$ cat config.mk
export PLATFORM = sky130hd
export DESIGN_NAME = calendar_date_counter_unit_flat
export DESIGN_NICKNAME = d
export VERILOG_FILES = /design/src/design/cdc_pkg.sv /design/src/design/cdc_stream_if.sv /design/src/design/cdc_prep_pipe.sv /design/src/design/calendar_date_counter_unit.sv /design/src/flat_wrapper.sv
export SDC_FILE = /design/constraint.sdc
export NUM_CORES = 1
export LEC_CHECK = 0
export ABC_CLOCK_PERIOD_IN_PS = 14800
export BUFFER_PORTS_ARGS = -buffer_cell sky130_fd_sc_hd__buf_2
export CORE_MARGIN = 4
export CORE_UTILIZATION = 50
export CTS_CLUSTER_SIZE = 12
export DETAILED_ROUTE_END_ITERATION = 8
export GPL_ROUTABILITY_DRIVEN = 1
export PLACE_DENSITY = 0.68
export SETUP_SLACK_MARGIN = 0.02
export SLEW_MARGIN = 20
export SYNTH_ARGS = -nofsm -noshare
export SYNTH_HDL_FRONTEND = slang
export SYNTH_HIERARCHICAL = 1
export SYNTH_SLANG_ARGS = --single-unit
$ cat constraint.sdc
create_clock -name i_clk -period 14.8 [get_ports i_clk]
set_input_delay 2.96 -clock i_clk [delete_from_list [all_inputs] [get_ports i_clk]]
set_output_delay 2.96 -clock i_clk [all_outputs]
set_load 0.02 [all_outputs]
$ cat src/design/cdc_pkg.sv
package cdc_pkg;

    typedef enum logic [1:0] {
        CMD_SET  = 2'd0,
        CMD_NEXT = 2'd1,
        CMD_PREV = 2'd2,
        CMD_DIFF = 2'd3
    } t_cmd;

    localparam logic [13:0] YEAR_MIN   = 14'd1;
    localparam logic [13:0] YEAR_MAX   = 14'd9999;
    localparam logic [13:0] YEAR_RESET = 14'd2000;
    localparam logic [3:0]  MONTH_JAN  = 4'd1;
    localparam logic [3:0]  MONTH_MAR  = 4'd3;
    localparam logic [3:0]  MONTH_DEC  = 4'd12;
    localparam logic [4:0]  DAY_FIRST  = 5'd1;
    localparam logic [4:0]  DAY_LAST   = 5'd31;

    localparam int          DN_W          = 22;
    localparam logic [21:0] DAYS_PER_YEAR = 22'd365;
    localparam logic [21:0] DN_REF        = 22'd730426;

    localparam int          PROD_W      = 25;
    localparam int          QUO_W       = 8;
    localparam int          RECIP_SHIFT = 17;
    localparam logic [24:0] RECIP_25    = 25'd5243;
    localparam logic [11:0] DIV_25      = 12'd25;
    localparam logic [6:0]  MOD100_LAST = 7'd99;

    typedef struct packed {
        logic [1:0]  command;
        logic [3:0]  in_month;
        logic [4:0]  in_day;
        logic [13:0] in_year;
    } t_req;

    typedef struct packed {
        logic [3:0]  cur_month;
        logic [4:0]  cur_day;
        logic [13:0] cur_year;
        logic        set_ok;
        logic        range_error;
        logic [21:0] day_difference;
    } t_rsp;

    typedef struct packed {
        t_req        req;
        logic [21:0] day_num;
        logic        date_ok;
        logic [6:0]  mod100;
        logic [1:0]  cent_mod4;
    } t_prep;

    function automatic logic [4:0] month_length(input logic [3:0] m, input logic leap);
        logic [4:0] len;
        case (m) inside
            4'd2:                   len = leap ? 5'd29 : 5'd28;
            4'd4, 4'd6, 4'd9, 4'd11: len = 5'd30;
            default:                len = 5'd31;
        endcase
        return len;
    endfunction

    // Days from the start of a March-based year to the first of the month.
    function automatic logic [8:0] month_offset(input logic [3:0] m);
        logic [8:0] off;
        case (m)
            4'd1:    off = 9'd306;
            4'd2:    off = 9'd337;
            4'd3:    off = 9'd0;
            4'd4:    off = 9'd31;
            4'd5:    off = 9'd61;
            4'd6:    off = 9'd92;
            4'd7:    off = 9'd122;
            4'd8:    off = 9'd153;
            4'd9:    off = 9'd184;
            4'd10:   off = 9'd214;
            4'd11:   off = 9'd245;
            4'd12:   off = 9'd275;
            default: off = 9'd0;
        endcase
        return off;
    endfunction

endpackage

$ cat src/design/cdc_stream_if.sv
interface cdc_stream_if #(
    parameter type T = logic
) ();
    logic valid;
    logic ready;
    T     payload;

    modport source (output valid, output payload, input ready);
    modport sink   (input valid, input payload, output ready);
endinterface

$ cat src/design/cdc_prep_pipe.sv
module cdc_prep_pipe (
    input  logic          i_clk,
    input  logic          i_rst_n,
    input  logic          i_valid,
    output logic          o_ready,
    input  cdc_pkg::t_req i_req,
    output logic          o_valid,
    input  logic          i_ready,
    output cdc_pkg::t_prep o_prep
);

    logic go1, go2, go3, go4;

    logic                              r1_v;
    cdc_pkg::t_req                     r1_req;

    logic                              r2_v;
    cdc_pkg::t_req                     r2_req;
    logic [13:0]                       r2_yp;
    logic [cdc_pkg::PROD_W-1:0]        r2_prod_p;
    logic [cdc_pkg::PROD_W-1:0]        r2_prod_y;

    logic                              r3_v;
    cdc_pkg::t_req                     r3_req;
    logic [cdc_pkg::DN_W-1:0]          r3_yp365;
    logic [11:0]                       r3_lc;
    logic                              r3_leap;
    logic [6:0]                        r3_mod100;
    logic [1:0]                        r3_c4;

    logic                              r4_v;
    cdc_pkg::t_prep                    r4_prep;

    logic [13:0]                       n2_yp;
    logic [cdc_pkg::PROD_W-1:0]        n2_prod_p;
    logic [cdc_pkg::PROD_W-1:0]        n2_prod_y;

    logic [cdc_pkg::QUO_W-1:0]         c100p;
    logic [cdc_pkg::QUO_W-1:0]         c100y;
    logic [11:0]                       rem25;
    logic [cdc_pkg::DN_W-1:0]          n3_yp365;
    logic [11:0]                       n3_lc;
    logic                              n3_leap;
    logic [6:0]                        n3_mod100;

    cdc_pkg::t_prep                    n4_prep;

    assign go4     = !r4_v || i_ready;
    assign go3     = !r3_v || go4;
    assign go2     = !r2_v || go3;
    assign go1     = !r1_v || go2;
    assign o_ready = go1;
    assign o_valid = r4_v;
    assign o_prep  = r4_prep;

    // January and February belong to the year before in the day count.
    always_comb begin
        n2_yp     = (r1_req.in_month < cdc_pkg::MONTH_MAR) ? r1_req.in_year - 14'd1
                                                           : r1_req.in_year;
        n2_prod_p = cdc_pkg::PROD_W'(n2_yp[13:2]) * cdc_pkg::RECIP_25;
        n2_prod_y = cdc_pkg::PROD_W'(r1_req.in_year[13:2]) * cdc_pkg::RECIP_25;
    end

    always_comb begin
        c100p     = r2_prod_p[cdc_pkg::RECIP_SHIFT +: cdc_pkg::QUO_W];
        c100y     = r2_prod_y[cdc_pkg::RECIP_SHIFT +: cdc_pkg::QUO_W];
        n3_yp365  = cdc_pkg::DN_W'(r2_yp) * cdc_pkg::DAYS_PER_YEAR;
        n3_lc     = r2_yp[13:2] - 12'(c100p) + 12'(c100p[cdc_pkg::QUO_W-1:2]);
        rem25     = r2_req.in_year[13:2] - 12'(c100y) * cdc_pkg::DIV_25;
        n3_mod100 = {rem25[4:0], r2_req.in_year[1:0]};
        n3_leap   = (r2_req.in_year[1:0] == 2'd0) &&
                    ((rem25[4:0] != 5'd0) || (c100y[1:0] == 2'd0));
    end

    always_comb begin
        n4_prep.req       = r3_req;
        n4_prep.day_num   = r3_yp365 + cdc_pkg::DN_W'(r3_lc)
                          + cdc_pkg::DN_W'(cdc_pkg::month_offset(r3_req.in_month))
                          + cdc_pkg::DN_W'(r3_req.in_day);
        n4_prep.date_ok   = (r3_req.in_year >= cdc_pkg::YEAR_MIN) &&
                            (r3_req.in_year <= cdc_pkg::YEAR_MAX) &&
                            (r3_req.in_month >= cdc_pkg::MONTH_JAN) &&
                            (r3_req.in_month <= cdc_pkg::MONTH_DEC) &&
                            (r3_req.in_day >= cdc_pkg::DAY_FIRST) &&
                            (r3_req.in_day <= cdc_pkg::month_length(r3_req.in_month,
                                                                     r3_leap));
        n4_prep.mod100    = r3_mod100;
        n4_prep.cent_mod4 = r3_c4;
    end

    always_ff @(posedge i_clk) begin
        if (!i_rst_n) begin
            r1_v <= 1'b0;
            r2_v <= 1'b0;
            r3_v <= 1'b0;
            r4_v <= 1'b0;
        end else begin
            if (go1) r1_v <= i_valid;
            if (go2) r2_v <= r1_v;
            if (go3) r3_v <= r2_v;
            if (go4) r4_v <= r3_v;
        end
    end

    always_ff @(posedge i_clk) begin
        if (go1) begin
            r1_req <= i_req;
        end
        if (go2) begin
            r2_req    <= r1_req;
            r2_yp     <= n2_yp;
            r2_prod_p <= n2_prod_p;
            r2_prod_y <= n2_prod_y;
        end
        if (go3) begin
            r3_req    <= r2_req;
            r3_yp365  <= n3_yp365;
            r3_lc     <= n3_lc;
            r3_leap   <= n3_leap;
            r3_mod100 <= n3_mod100;
            r3_c4     <= c100y[1:0];
        end
        if (go4) begin
            r4_prep <= n4_prep;
        end
    end

endmodule

$ cat src/design/calendar_date_counter_unit.sv
// Channel  Dir  Modport  Payload  Contents
// i_req    in   sink     t_req    command, in_month, in_day, in_year
// o_rsp    out  source   t_rsp    stored date, set_ok, range_error, day_difference
//
// One request is taken per cycle unless back-pressure on o_rsp fills the pipeline; responses leave in request order.
// Four stages prepare the day number of the given date, and the stored date is updated
// as a request enters the output register, so requests follow back to back.
// Reset restores 1 January 2000 and empties the pipeline.
// Each stage holds its request only while the next one is full and stalled.
module calendar_date_counter_unit (
    input  logic         i_clk,
    input  logic         i_rst_n,
    cdc_stream_if.sink   i_req,
    cdc_stream_if.source o_rsp
);

    logic           prep_v;
    logic           go5;
    cdc_pkg::t_prep prep;
    cdc_pkg::t_req  req_in;

    logic [3:0]  r_month, n_month;
    logic [4:0]  r_day, n_day;
    logic [13:0] r_year, n_year;
    logic [21:0] r_dn, n_dn;
    logic [6:0]  r_mod100, n_mod100;
    logic [1:0]  r_c4, n_c4;

    logic          r_out_v;
    cdc_pkg::t_rsp r_rsp, n_rsp;

    logic        cur_leap;
    logic [4:0]  cur_len;
    logic [21:0] ref_dn;

    assign req_in = i_req.payload;

    cdc_prep_pipe u_prep (
        .i_clk   (i_clk),
        .i_rst_n (i_rst_n),
        .i_valid (i_req.valid),
        .o_ready (i_req.ready),
        .i_req   (req_in),
        .o_valid (prep_v),
        .i_ready (go5),
        .o_prep  (prep)
    );

    assign go5           = !r_out_v || o_rsp.ready;
    assign o_rsp.valid   = r_out_v;
    assign o_rsp.payload = r_rsp;

    assign cur_leap = (r_year[1:0] == 2'd0) && ((r_mod100 != 7'd0) || (r_c4 == 2'd0));
    assign cur_len  = cdc_pkg::month_length(r_month, cur_leap);
    assign ref_dn   = prep.date_ok ? prep.day_num : cdc_pkg::DN_REF;

    always_comb begin
        n_month  = r_month;
        n_day    = r_day;
        n_year   = r_year;
        n_dn     = r_dn;
        n_mod100 = r_mod100;
        n_c4     = r_c4;
        n_rsp.set_ok         = 1'b0;
        n_rsp.range_error    = 1'b0;
        n_rsp.day_difference = 22'd0;
        unique case (prep.req.command)
            cdc_pkg::CMD_SET: begin
                if (prep.date_ok) begin
                    n_month      = prep.req.in_month;
                    n_day        = prep.req.in_day;
                    n_year       = prep.req.in_year;
                    n_dn         = prep.day_num;
                    n_mod100     = prep.mod100;
                    n_c4         = prep.cent_mod4;
                    n_rsp.set_ok = 1'b1;
                end
            end
            cdc_pkg::CMD_NEXT: begin
                if (r_month == cdc_pkg::MONTH_DEC && r_day == cdc_pkg::DAY_LAST &&
                    r_year >= cdc_pkg::YEAR_MAX) begin
                    n_rsp.range_error = 1'b1;
                end else begin
                    n_dn = r_dn + 22'd1;
                    if (r_day >= cur_len) begin
                        n_day = cdc_pkg::DAY_FIRST;
                        if (r_month >= cdc_pkg::MONTH_DEC) begin
                            n_month = cdc_pkg::MONTH_JAN;
                            n_year  = r_year + 14'd1;
                            if (r_mod100 == cdc_pkg::MOD100_LAST) begin
                                n_mod100 = 7'd0;
                                n_c4     = r_c4 + 2'd1;
                            end else begin
                                n_mod100 = r_mod100 + 7'd1;
                            end
                        end else begin
                            n_month = r_month + 4'd1;
                        end
                    end else begin
                        n_day = r_day + 5'd1;
                    end
                end
            end
            cdc_pkg::CMD_PREV: begin
                if (r_month == cdc_pkg::MONTH_JAN && r_day == cdc_pkg::DAY_FIRST &&
                    r_year <= cdc_pkg::YEAR_MIN) begin
                    n_rsp.range_error = 1'b1;
                end else begin
                    n_dn = r_dn - 22'd1;
                    if (r_day <= cdc_pkg::DAY_FIRST) begin
                        if (r_month <= cdc_pkg::MONTH_JAN) begin
                            n_month = cdc_pkg::MONTH_DEC;
                            n_day   = cdc_pkg::DAY_LAST;
                            n_year  = r_year - 14'd1;
                            if (r_mod100 == 7'd0) begin
                                n_mod100 = cdc_pkg::MOD100_LAST;
                                n_c4     = r_c4 - 2'd1;
                            end else begin
                                n_mod100 = r_mod100 - 7'd1;
                            end
                        end else begin
                            n_month = r_month - 4'd1;
                            n_day   = cdc_pkg::month_length(r_month - 4'd1, cur_leap);
                        end
                    end else begin
                        n_day = r_day - 5'd1;
                    end
                end
            end
            cdc_pkg::CMD_DIFF: begin
                n_rsp.day_difference = (r_dn >= ref_dn) ? r_dn - ref_dn : ref_dn - r_dn;
            end
            default: begin
            end
        endcase
        n_rsp.cur_month = n_month;
        n_rsp.cur_day   = n_day;
        n_rsp.cur_year  = n_year;
    end

    always_ff @(posedge i_clk) begin
        if (!i_rst_n) begin
            r_out_v  <= 1'b0;
            r_month  <= cdc_pkg::MONTH_JAN;
            r_day    <= cdc_pkg::DAY_FIRST;
            r_year   <= cdc_pkg::YEAR_RESET;
            r_dn     <= cdc_pkg::DN_REF;
            r_mod100 <= 7'd0;
            r_c4     <= 2'd0;
        end else if (go5) begin
            r_out_v <= prep_v;
            if (prep_v) begin
                r_month  <= n_month;
                r_day    <= n_day;
                r_year   <= n_year;
                r_dn     <= n_dn;
                r_mod100 <= n_mod100;
                r_c4     <= n_c4;
            end
        end
    end

    always_ff @(posedge i_clk) begin
        if (go5 && prep_v) begin
            r_rsp <= n_rsp;
        end
    end

    a_date_valid: assert property (@(posedge i_clk) disable iff (!i_rst_n)
        $past(i_rst_n) |-> (r_month >= cdc_pkg::MONTH_JAN) &&
                           (r_month <= cdc_pkg::MONTH_DEC) &&
                           (r_day >= cdc_pkg::DAY_FIRST) && (r_day <= cur_len))
        else $error("stored date is not a valid calendar date");

    a_mod100_tracks_year: assert property (@(posedge i_clk) disable iff (!i_rst_n)
        $past(i_rst_n) |-> (r_mod100[1:0] == r_year[1:0]) &&
                           (r_mod100 <= cdc_pkg::MOD100_LAST))
        else $error("year-within-century counter out of step with the year");

    a_next_day_number: assert property (@(posedge i_clk) disable iff (!i_rst_n)
        (go5 && prep_v && prep.req.command == cdc_pkg::CMD_NEXT && !n_rsp.range_error)
        |=> (r_dn == $past(r_dn) + 22'd1))
        else $error("day number did not advance with the date");

    a_rsp_flags_exclusive: assert property (@(posedge i_clk) disable iff (!i_rst_n)
        r_out_v |-> !(r_rsp.set_ok && r_rsp.range_error))
        else $error("response carries both set_ok and range_error");

endmodule

$ cat src/flat_wrapper.sv
// flat-port wrapper written by rule: the top's interface ports become plain ports
module calendar_date_counter_unit_flat 
  (i_clk, i_rst_n, i_req_valid, i_req_payload, i_req_ready, o_rsp_valid, o_rsp_payload, o_rsp_ready);
  cdc_stream_if #(.T(cdc_pkg::t_req)) i_req_i ();
  cdc_stream_if #(.T(cdc_pkg::t_rsp)) o_rsp_i ();
  input  logic i_clk;
  input  logic i_rst_n;
  input wire logic [$bits(i_req_i.valid)-1:0] i_req_valid;
  input wire logic [$bits(i_req_i.payload)-1:0] i_req_payload;
  output wire logic [$bits(i_req_i.ready)-1:0] i_req_ready;
  output wire logic [$bits(o_rsp_i.valid)-1:0] o_rsp_valid;
  output wire logic [$bits(o_rsp_i.payload)-1:0] o_rsp_payload;
  input wire logic [$bits(o_rsp_i.ready)-1:0] o_rsp_ready;
  assign i_req_i.valid = i_req_valid;
  assign i_req_i.payload = i_req_payload;
  assign i_req_ready = i_req_i.ready;
  assign o_rsp_valid = o_rsp_i.valid;
  assign o_rsp_payload = o_rsp_i.payload;
  assign o_rsp_i.ready = o_rsp_ready;
  calendar_date_counter_unit u_core (.i_clk(i_clk), .i_rst_n(i_rst_n), .i_req(i_req_i), .o_rsp(o_rsp_i));
endmodule
==> results.toml <==
[floorplan]
die_area_um2 = 56600
dieWidth_um = 238
io_pins = 78
core_area_um2 = 52400
rows = 84
start_util_pct = 50.4
die_h_um = 238

[cts]
hold_buffers = 0
root_buffer = "clkbuf_16"
cts.sink_count = 314
cts_buffers = 37
clk_pin_slew_ps = 60
cts_tree = "done"
post_cts_buffers = 0
cts-resized-gates = 0
clk_latency_ps = 560
htreeDepth = 2
ctsLongestPathBuffers = 3

[logic_synthesis]
synth_ff_type = "edfxtp_1"
synth_area_leaders = "edfxtp_1, ha_1, fa_1, inv_1, dfxtp_1"
yosys.area.top_type = "edfxtp_1"
netlist_area_um2 = 26500
ys_seq_elements = 314
synth_nets = 3174
syn_area_per_cell_um2 = 10.0
synth_edf_count = 246
yosysWarnings = 6
ys_seq_area_share_pct = 33.1
ys_types = 96
async_flop_share_pct = 0
synthCells = 2637
yosysTopAreaCellShare_pct = 27.9

[timing]
hold_viol = 0
finalCritPeriodShare_pct = 50.7
rsz0062_at_grt = "no"
worst_pin_slew_ps = 1090
final-max-slew-violation-count = 0
maxSlewHeadroom_pct = 26.9
finClkSkew_ps = 27.2
tns_ps = 0
fmax_ghz = 0.133
period_minus_slack_ps = 7500
finalSetupViolCount = 0
postLayoutSetupSlackWorst_ps = 7300

[cells_and_area]
seqCellArea_um2 = 8750
fillers = 4585
multi_input_comb_area_um2 = 15800
diodes = 0
final_common_cell = "inv_1"
fin_area_um2 = 28700
fin_cells = 3407
area_delta_synth_final_pct = 8.41
nets = 3227
drive_gt1_share_pct = 7.10
mostFrequentLayoutCells = "inv_1, ha_1, edfxtp_1"
post-route-util_pct = 54.7

[global_route]
grt_usage_pct = 21.7
grt_max_degree = 66
antenna_found_initial = 0
grt-ovfl-total = 0
first_global_vias = 19600
grt_pass1_wl_um = 101000

[detailed_routing]
avgViaCountPerCell = 5.69
vias = 19400
wire_per_inst_um = 18.0
wl_um = 61300
drtPass1Iterations = 6
drc = 0
ant_nets = 0
initialDrtViolationCount = 1539

[place]
place_inst = 3339
place_congestion = 0.923
dpl.hpwl_um = 47300
place_area_um2 = 27500
portBuffers = 77
place_ws_ps = 7340

[critical_path]
timing.rr.start = "u_core/u_prep/r1_req[3]"
path_max_fanout = 9
r2r_slack_ps = 7810
arrival_ps = 4540
worst-setup-path-type = "input port to output pin"
required_ps = 11840
start_kind = "input port"
worstSetupEndpointType = "output pin"
cp-startpoint = "o_rsp_ready"

[hold_path]
hp-class = "flip-flop to flip-flop"
hp-start = "u_core/u_prep/r2_req[11]"

[pwr]
leakage_nw = 13.2
peakVddDrop_uv = 104
p_per_area_nw_per_um2 = 171

[run_status]
status = "finished clean"

[job]
maxCapViolCount = 0
==> cells by family after synthesis <==
family	synth area share [%]
AND/OR/NAND/NOR	11.2
AO/OA/AOI/OAI	14.6
adder cells (fa/ha/maj)	28.4
buffers and inverters	7.11
flip-flops	33.1
XOR/XNOR	3.94
multiplexers	1.67
==> synth_stat cells (40+ instances only) <==
| cell | n |
|---|---|
| nand3_1 | 52 |
| nand2b_1 | 40 |
| nand2_1 | 147 |
| inv_1 | 402 |
| a21o_1 | 51 |
| nor2_1 | 135 |
| edfxtp_1 | 246 |
| a21oi_1 | 147 |
| o21ai_0 | 94 |
| clkbuf_1 | 56 |
| fa_1 | 155 |
| dfxtp_1 | 68 |
| nor3_1 | 53 |
| ha_1 | 353 |
| xnor2_1 | 88 |
==> sequential cells by signal (all words and copies together) (netlist names), 14 cells and up, named ones only <==
signal                  cells
u_core/o_rsp.payload       47
u_core/r_dn                22
u_core/r_year              14
u_core/u_prep/n4_prep      25
u_core/u_prep/o_prep       55
u_core/u_prep/r1_req       25
u_core/u_prep/r2_req       23
u_core/u_prep/r2_yp        14
u_core/u_prep/r3_yp365     22
==> area by class of cell <==
cell class | instances | area share [%]
Multi-Input combinational cell | 1834 | 55.2
Sequential cell | 314 | 30.5
Inverter | 404 | 5.29
Clock buffer | 54 | 3.74
Tap cell | 688 | 3.00
Timing Repair Buffer | 99 | 1.92
Clock inverter | 14 | 0.336
==> worst max-delay path, cell delays in order <==
cell and delay, ps:
buf_2 90, nand2b_1 170, nor2b_1 250, and2_1 500, nand3_1 310, buf_2 250
==> through the flow <==
stage               power [mW]  hold slack, ps
finish                    4.90             400
global route              5.39             420
CTS                       4.93             407
detailed placement        4.01             405
global placement          3.93             403
floorplan                 3.43             400
==> routing by layer <==
metal	GRT usage [%]	vias up	wire length, um
met5	0	-	0
met4	6.84	0	1820
met3	2.89	141	2940
met2	36.3	540	29200
met1	29.5	9312	27400
li1	-	9378	-
==> report_power, final <==
part | total [mW] | internal, mW | switching [mW]
Clock | 0.884 | 0.521 | 0.364
Sequential | 1.33 | 1.23 | 0.100
Combinational | 2.69 | 1.20 | 1.49
==> final timing paths <==
kind                                               endpoint  cells past startpoint
worst max-delay path                            i_req_ready                      6
worst min-delay path              u_core/u_prep/n4_prep[43]                      0
worst max register to register  u_core/u_prep/r2_prod_p[24]                     26
worst min register to register    u_core/u_prep/n4_prep[43]                      0
Power figures use the tool's default switching activity.
